==> config.mk <==
export PLATFORM = sky130hd
export DESIGN_NAME = sha256_byte_stream_hasher_core
export DESIGN_NICKNAME = d
export VERILOG_FILES = /design/src/sv/sha_pkg.sv /design/src/sv/sha_datapath.sv /design/src/sv/sha_ctrl.sv /design/src/sv/sha256_byte_stream_hasher_core.sv
export VERILOG_INCLUDE_DIRS = /design/src /design/src/sv
export SDC_FILE = /design/constraint.sdc
export NUM_CORES = 2
export LEC_CHECK = 0
export BUFFER_PORTS_ARGS = -buffer_cell sky130_fd_sc_hd__buf_2
export CAP_MARGIN = 20
export CORE_UTILIZATION = 45
export DETAILED_ROUTE_END_ITERATION = 8
export PLACE_DENSITY = 0.57
export SYNTH_ARGS = -nofsm -noshare
export SYNTH_HDL_FRONTEND = slang
export SYNTH_HIERARCHICAL = 1
export SYNTH_SLANG_ARGS = --single-unit
==> constraint.sdc <==
create_clock -name clk -period 9.7 [get_ports clk]
set_input_delay 1.94 -clock clk [delete_from_list [all_inputs] [get_ports clk]]
set_output_delay 1.94 -clock clk [all_outputs]
set_load 0.1 [all_outputs]
==> src/sv/sha256_byte_stream_hasher_core_macros.svh <==
// Assertion macros for the SHA-256 core
`ifndef SHA256_BYTE_STREAM_HASHER_CORE_MACROS_SVH
`define SHA256_BYTE_STREAM_HASHER_CORE_MACROS_SVH

`define SHA_ASSERT_IMPL(label, clk, rst_n, ante, cons, msg) \
  label: assert property (@(posedge clk) disable iff (!rst_n) (ante) |-> (cons)) \
    else $error(msg);

`define SHA_ASSERT_NEXT(label, clk, rst_n, ante, cons, msg) \
  label: assert property (@(posedge clk) disable iff (!rst_n) (ante) |=> (cons)) \
    else $error(msg);

`endif

==> src/sv/sha_pkg.sv <==
package sha_pkg;

  typedef struct packed {
    logic init_chain;
    logic load_byte;
    logic [7:0] byte_val;
    logic [5:0] byte_pos;
    logic start_comp;
    logic round_step;
    logic [5:0] round_idx;
    logic finish_comp;
  } sha_cmd_t;

  localparam logic [31:0] SHA_H [8] = '{
    32'h6A09E667, 32'hBB67AE85, 32'h3C6EF372, 32'hA54FF53A,
    32'h510E527F, 32'h9B05688C, 32'h1F83D9AB, 32'h5BE0CD19
  };

  localparam logic [31:0] SHA_K [64] = '{
    32'h428A2F98, 32'h71374491, 32'hB5C0FBCF, 32'hE9B5DBA5,
    32'h3956C25B, 32'h59F111F1, 32'h923F82A4, 32'hAB1C5ED5,
    32'hD807AA98, 32'h12835B01, 32'h243185BE, 32'h550C7DC3,
    32'h72BE5D74, 32'h80DEB1FE, 32'h9BDC06A7, 32'hC19BF174,
    32'hE49B69C1, 32'hEFBE4786, 32'h0FC19DC6, 32'h240CA1CC,
    32'h2DE92C6F, 32'h4A7484AA, 32'h5CB0A9DC, 32'h76F988DA,
    32'h983E5152, 32'hA831C66D, 32'hB00327C8, 32'hBF597FC7,
    32'hC6E00BF3, 32'hD5A79147, 32'h06CA6351, 32'h14292967,
    32'h27B70A85, 32'h2E1B2138, 32'h4D2C6DFC, 32'h53380D13,
    32'h650A7354, 32'h766A0ABB, 32'h81C2C92E, 32'h92722C85,
    32'hA2BFE8A1, 32'hA81A664B, 32'hC24B8B70, 32'hC76C51A3,
    32'hD192E819, 32'hD6990624, 32'hF40E3585, 32'h106AA070,
    32'h19A4C116, 32'h1E376C08, 32'h2748774C, 32'h34B0BCB5,
    32'h391C0CB3, 32'h4ED8AA4A, 32'h5B9CCA4F, 32'h682E6FF3,
    32'h748F82EE, 32'h78A5636F, 32'h84C87814, 32'h8CC70208,
    32'h90BEFFFA, 32'hA4506CEB, 32'hBEF9A3F7, 32'hC67178F2
  };

  localparam logic [7:0] PAD_MARK = 8'h80;
  localparam logic [5:0] LEN_POS = 6'd56;

endpackage

==> src/sv/sha_datapath.sv <==
module sha_datapath import sha_pkg::*; (
  input  logic clk,
  input  sha_cmd_t cmd,
  input  logic [2:0] rd_idx,
  output logic [31:0] rd_word
);

  logic [31:0] h_r [8];
  logic [31:0] v_r [8];
  logic [31:0] w_r [16];
  logic [31:0] w_nxt, t1, t2, e, a, s0, s1, x, y;
  logic [1:0] bsel;
  logic [3:0] widx;

  assign x = w_r[1];
  assign y = w_r[14];
  assign s0 = {x[6:0], x[31:7]} ^ {x[17:0], x[31:18]} ^ (x >> 3);
  assign s1 = {y[16:0], y[31:17]} ^ {y[18:0], y[31:19]} ^ (y >> 10);
  assign w_nxt = w_r[0] + s0 + w_r[9] + s1;
  assign e = v_r[4];
  assign a = v_r[0];
  assign t1 = v_r[7] + ({e[5:0], e[31:6]} ^ {e[10:0], e[31:11]} ^ {e[24:0], e[31:25]})
            + ((e & v_r[5]) ^ (~e & v_r[6])) + SHA_K[cmd.round_idx] + w_r[0];
  assign t2 = ({a[1:0], a[31:2]} ^ {a[12:0], a[31:13]} ^ {a[21:0], a[31:22]})
            + ((a & v_r[1]) ^ (a & v_r[2]) ^ (v_r[1] & v_r[2]));
  assign bsel = cmd.byte_pos[1:0];
  assign widx = cmd.byte_pos[5:2];
  assign rd_word = h_r[rd_idx];

  always_ff @(posedge clk) begin
    if (cmd.init_chain) begin
      for (int i = 0; i < 8; i++) h_r[i] <= SHA_H[i];
    end else if (cmd.finish_comp) begin
      for (int i = 0; i < 8; i++) h_r[i] <= h_r[i] + v_r[i];
    end
    if (cmd.start_comp) begin
      for (int i = 0; i < 8; i++) v_r[i] <= h_r[i];
    end else if (cmd.round_step) begin
      v_r[7] <= v_r[6];
      v_r[6] <= v_r[5];
      v_r[5] <= e;
      v_r[4] <= v_r[3] + t1;
      v_r[3] <= v_r[2];
      v_r[2] <= v_r[1];
      v_r[1] <= a;
      v_r[0] <= t1 + t2;
    end
    if (cmd.load_byte) begin
      case (bsel)
        2'd0: w_r[widx] <= {cmd.byte_val, 24'd0};
        2'd1: w_r[widx][23:16] <= cmd.byte_val;
        2'd2: w_r[widx][15:8] <= cmd.byte_val;
        2'd3: w_r[widx][7:0] <= cmd.byte_val;
        default: ;
      endcase
    end else if (cmd.round_step) begin
      for (int i = 0; i < 15; i++) w_r[i] <= w_r[i + 1];
      w_r[15] <= w_nxt;
    end
  end

endmodule

==> src/sv/sha_ctrl.sv <==
module sha_ctrl import sha_pkg::*; (
  input  logic clk,
  input  logic rst_n,
  input  logic in_valid,
  output logic in_ready,
  input  logic [7:0] in_data_byte,
  input  logic in_has_byte,
  input  logic in_last,
  output logic out_valid,
  input  logic out_ready,
  output logic [2:0] out_word_index,
  output logic out_final_word,
  output sha_cmd_t cmd,
  output logic busy
);

  typedef enum logic [2:0] {S_IDLE, S_INIT, S_ROUND, S_FIN, S_PAD, S_OUT} state_t;

  state_t state_r, state_nxt;
  logic [5:0] fill_r, fill_nxt, rnd_r, rnd_nxt;
  logic [63:0] bits_r, bits_nxt;
  logic [63:0] len_r, len_nxt;
  logic closing_r, closing_nxt;
  logic padding_r, padding_nxt;
  logic len_ok_r, len_ok_nxt;
  logic [2:0] oidx_r, oidx_nxt;
  logic [7:0] pad_byte;
  logic [2:0] len_sel;

  assign in_ready = (state_r == S_IDLE);
  assign out_valid = (state_r == S_OUT);
  assign out_word_index = oidx_r;
  assign out_final_word = (oidx_r == 3'd7);
  assign busy = (state_r != S_IDLE);
  assign len_sel = 3'd7 - fill_r[2:0];
  // length bytes only once the marker and any zero block are behind us
  assign pad_byte = (len_ok_r && fill_r >= LEN_POS) ? len_r[{len_sel, 3'b000} +: 8] : 8'd0;

  always_comb begin
    state_nxt = state_r;
    fill_nxt = fill_r;
    rnd_nxt = rnd_r;
    bits_nxt = bits_r;
    len_nxt = len_r;
    closing_nxt = closing_r;
    padding_nxt = padding_r;
    len_ok_nxt = len_ok_r;
    oidx_nxt = oidx_r;
    cmd = '0;
    cmd.round_idx = rnd_r;
    cmd.byte_pos = fill_r;
    case (state_r)
      S_INIT: begin
        cmd.init_chain = 1'b1;
        state_nxt = S_IDLE;
      end
      S_IDLE: begin
        if (in_valid) begin
          if (in_has_byte) begin
            cmd.load_byte = 1'b1;
            cmd.byte_val = in_data_byte;
            fill_nxt = fill_r + 6'd1;
            bits_nxt = bits_r + 64'd8;
          end
          if (in_last) begin
            len_nxt = in_has_byte ? bits_r + 64'd8 : bits_r;
            closing_nxt = 1'b1;
            padding_nxt = 1'b1;
            bits_nxt = '0;
          end
          if (in_has_byte && fill_r == 6'd63) begin
            cmd.start_comp = 1'b1;
            rnd_nxt = '0;
            state_nxt = S_ROUND;
          end else if (in_last) begin
            state_nxt = S_PAD;
          end
        end
      end
      S_PAD: begin
        cmd.load_byte = 1'b1;
        cmd.byte_val = closing_r ? PAD_MARK : pad_byte;
        if (closing_r) len_ok_nxt = (fill_r < LEN_POS);
        closing_nxt = 1'b0;
        fill_nxt = fill_r + 6'd1;
        if (fill_r == 6'd63) begin
          cmd.start_comp = 1'b1;
          rnd_nxt = '0;
          state_nxt = S_ROUND;
        end
      end
      S_ROUND: begin
        cmd.round_step = 1'b1;
        rnd_nxt = rnd_r + 6'd1;
        if (rnd_r == 6'd63) state_nxt = S_FIN;
      end
      S_FIN: begin
        cmd.finish_comp = 1'b1;
        oidx_nxt = '0;
        if (closing_r) begin
          state_nxt = S_PAD;
        end else if (!padding_r) begin
          state_nxt = S_IDLE;
        end else if (len_ok_r) begin
          padding_nxt = 1'b0;
          len_ok_nxt = 1'b0;
          state_nxt = S_OUT;
        end else begin
          len_ok_nxt = 1'b1;
          state_nxt = S_PAD;
        end
      end
      S_OUT: begin
        if (out_ready) begin
          oidx_nxt = oidx_r + 3'd1;
          if (oidx_r == 3'd7) state_nxt = S_INIT;
        end
      end
      default: state_nxt = S_INIT;
    endcase
  end

  always_ff @(posedge clk) begin
    if (!rst_n) begin
      state_r <= S_INIT;
      fill_r <= '0;
      rnd_r <= '0;
      bits_r <= '0;
      len_r <= '0;
      closing_r <= 1'b0;
      padding_r <= 1'b0;
      len_ok_r <= 1'b0;
      oidx_r <= '0;
    end else begin
      state_r <= state_nxt;
      fill_r <= fill_nxt;
      rnd_r <= rnd_nxt;
      bits_r <= bits_nxt;
      len_r <= len_nxt;
      closing_r <= closing_nxt;
      padding_r <= padding_nxt;
      len_ok_r <= len_ok_nxt;
      oidx_r <= oidx_nxt;
    end
  end

endmodule

==> src/sv/sha256_byte_stream_hasher_core.sv <==
// SHA-256 over a byte stream. One item is taken per cycle while a block fills;
// the 64th byte of a block starts 64 rounds of the shared round unit and then
// a chaining step, during which no item is taken. A last item pads the block
// one byte per cycle (one or two more compressions), then offers the eight
// digest words, word 0 first, and reloads the initial hash values before the
// next item.
`include "sha256_byte_stream_hasher_core_macros.svh"
module sha256_byte_stream_hasher_core import sha_pkg::*; (
  input  logic clk,
  input  logic rst_n,
  input  logic in_valid,
  output logic in_ready,
  input  logic [7:0] in_data_byte,
  input  logic in_has_byte,
  input  logic in_last,
  output logic out_valid,
  input  logic out_ready,
  output logic [31:0] out_digest_word,
  output logic [2:0] out_word_index,
  output logic out_final_word
);

  sha_cmd_t cmd;
  logic busy;

  sha_ctrl u_ctrl (
    .clk(clk), .rst_n(rst_n),
    .in_valid(in_valid), .in_ready(in_ready),
    .in_data_byte(in_data_byte), .in_has_byte(in_has_byte), .in_last(in_last),
    .out_valid(out_valid), .out_ready(out_ready),
    .out_word_index(out_word_index), .out_final_word(out_final_word),
    .cmd(cmd), .busy(busy)
  );

  sha_datapath u_dp (
    .clk(clk), .cmd(cmd), .rd_idx(out_word_index), .rd_word(out_digest_word)
  );

  `SHA_ASSERT_IMPL(a_no_overlap, clk, rst_n, in_ready, !out_valid, "input and output overlap")
  `SHA_ASSERT_IMPL(a_busy, clk, rst_n, busy, !in_ready, "ready while busy")
  `SHA_ASSERT_NEXT(a_final, clk, rst_n, out_valid && out_ready && out_final_word, !out_valid, "extra word")

endmodule
==> flow_summary_export.csv <==
group,metric,value,unit
critical_path,cp_data_arrival_time,9.73,ns
die,ioPinCount,52,
drt,ant_nets,0,
outcome,status,"finished, final reports clean",
global_routing,antenna_found_initial,3,
placed_design,numPortBuffers,51,
layout,synthToLayoutAreaGrowth,9.836,%
synthesis,postSynthAreaPerCell,10.18,µm²
drt,routedWlPerCell,25.93,µm
placed_design,place.gp.congestion,0.9889,
global_routing,grt_pass1_vias,57000,
global_routing,grt_util_all_layers,29.22,%
sta,setup-violations-final,0,
drt,dr.pass1.iters,6,
layout,multi_input_area,0.04100,mm²
pwr,power.total,0.01583,W
synthesis,synth_nets,8197,
critical_path,endpoint_kind,"flop",
cts,clock-sinks,1167,
critical_path,endpoint,"u_dp/v_r[0][31]",
critical_path,crit_path_max_incr_delay,0.52,ns
critical_path,crit_path_top_delay_cell,"fa_1",
pwr,p_leak,35.75,nW
critical_path,worstRegToRegCells,37,
critical_path,cp-start-kind,"flop",
global_routing,grt_max_degree,198,
critical_path,r2r_start,"u_ctrl/rnd_r[1]",
cts,root_buffer,"clkbuf_16",
drt,drt_iter0_drc,5560,
drt,detail_route.vias_per_cell,5.994,
sta,max_freq,108.5,MHz
sta,period_share,95.02,%
global_routing,overflow,0,
drt,wirelength,256.1,mm
sta,fin_crit,9.217,ns
placed_design,placed_cell_area,0.08015,mm²
die,die_w,416.5,µm
cts,cts_buffers,141,
sta,slew_violations,0,
synthesis,synth_area,0.07731,mm²
die,die_area,0.1735,mm²
sta,hold_ws,0.4966,ns
sta,fin_setup_tns,0,ns
layout,final_cell_area,0.08491,mm²
pwr,vdd_drop_max,0.1771,mV
cts,ctsHoldBuffers,0,
layout,mostFrequentLayoutCell,"nand2_1",
pwr,power.density,186.5,mW/mm²
layout,layout-drive-gt1-share,8.893,%
drt,drc,0,
cts,clk_latency,0.81,ns
placed_design,hpwl,190.3,mm
die,initial_core_util,45.46,%
sta,fin_skew,0.04504,ns
critical_path,critPathKind,"reg -> reg",
die,die_h,416.5,µm
critical_path,startpoint,"u_ctrl/rnd_r[1]",
layout,seq_area,0.03363,mm²
sta,relSlewSlack,27.13,%
layout,diodes,0,
cts,clk_pin_slew_worst_paths,0.06,ns
layout,layout_common_cells,"1045 x nand2_1, 1024 x edfxtp_1, 650 x a21o_1",
layout,n_fill_cell,15670,
critical_path,cp.required,10.21,ns
layout,final_nets,8146,
die,fp.coreArea,0.1700,mm²
cts,tritoncts,"yes",
cts,cts.path.max_buffers,3,
layout,fin_util,49.94,%
critical_path,r2r_end,"u_dp/v_r[0][31]",
drt,via_count,59200,
run,drv_cap,0,
die,rows,151,
sta,finalHoldViolCount,0,
sta,max_slew.worst_pin.slew,1.089,ns
worst_hold_path,hp-class,"reg -> reg",
cts,h-tree-depth,4,
synthesis,netlist_instances,7595,
synthesis,ys_warn_count,6,
critical_path,r2r_slack,0.48,ns
global_routing,grt_pass1_wl,380.2,mm
critical_path,worstPathMaxFanout,26,
## registers in the layout, summed over array words and instances, names as in the netlist, 3 cells and up
signal,cells
u_dp/h_r,256
u_ctrl/bits_r,61
u_dp/v_r,256
u_ctrl/out_word_index,3
u_ctrl/state_r,3
u_ctrl/fill_r,6
u_ctrl/rnd_r,6
u_ctrl/len_r,61
u_dp/w_r,512
## cell type report
cell class	instances	share of cell area, %
clock buffers	171	4.385
multi-input cells	5692	48.29
well taps	2218	3.268
repair buffers	254	2.104
flip-flops and latches	1167	39.61
inverters	288	1.273
clock inverters	86	1.074
## per-stage QoR
stage               std cells  setup slack (ns)
floorplan                7595            0.9092
global placement         9588            0.4464
detailed placement       9603            0.4374
CTS                      9860            0.4066
global route             9876         -0.005487
finish                   9876            0.4829
## repair_timing
| item | CTS | global route |
|---|---|---|
| endpoints found under the setup margin | 0 | 4 |
| setup buffers | 0 | 0 |
| resized for setup | 0 | 7 |
## worst min-delay path by stage
stage / startpoint / endpoint / slack [ns] / depth (start not counted)
floorplan: u_ctrl/len_r[13] / u_ctrl/len_r[13] / 0.46 / 2
global placement: u_ctrl/len_r[13] / u_ctrl/len_r[13] / 0.47 / 2
detailed placement: u_ctrl/len_r[13] / u_ctrl/len_r[13] / 0.48 / 2
CTS: u_ctrl/len_r[15] / u_ctrl/len_r[15] / 0.50 / 2
global route: u_ctrl/len_r[15] / u_ctrl/len_r[15] / 0.52 / 2
finish: u_ctrl/len_r[15] / u_ctrl/len_r[15] / 0.50 / 2
## worst max-delay path: cells and delay by family (launching register included)
kind	cells	cell delay [ns]
simple gates	6	1.02
fa+ha+maj	7	2.90
buf+inv	4	0.57
flops	1	0.34
xor+xnor	3	0.60
compound gates	17	3.47
## where the power goes
group / switching (W) / internal [W] / total, W
registers: 0.000333 / 0.00586 / 0.00619
clock network: 0.00228 / 0.00309 / 0.00536
logic: 0.00262 / 0.00166 / 0.00428
total: 0.00523 / 0.0106 / 0.0158
## per-layer routing
metal  share of wire [%]  vias to the layer above  track usage [%]  wire [µm]
li1                    -                    27380                -          -
met1                  43                    29430            39.62     110700
met2                  47                     1955            47.34     119700
met3                 5.7                      431            3.873      14620
met4                 4.3                        4            11.61      11030
met5               0.011                        -                0         27
Note: power is estimated with default switching activity, not from simulation.
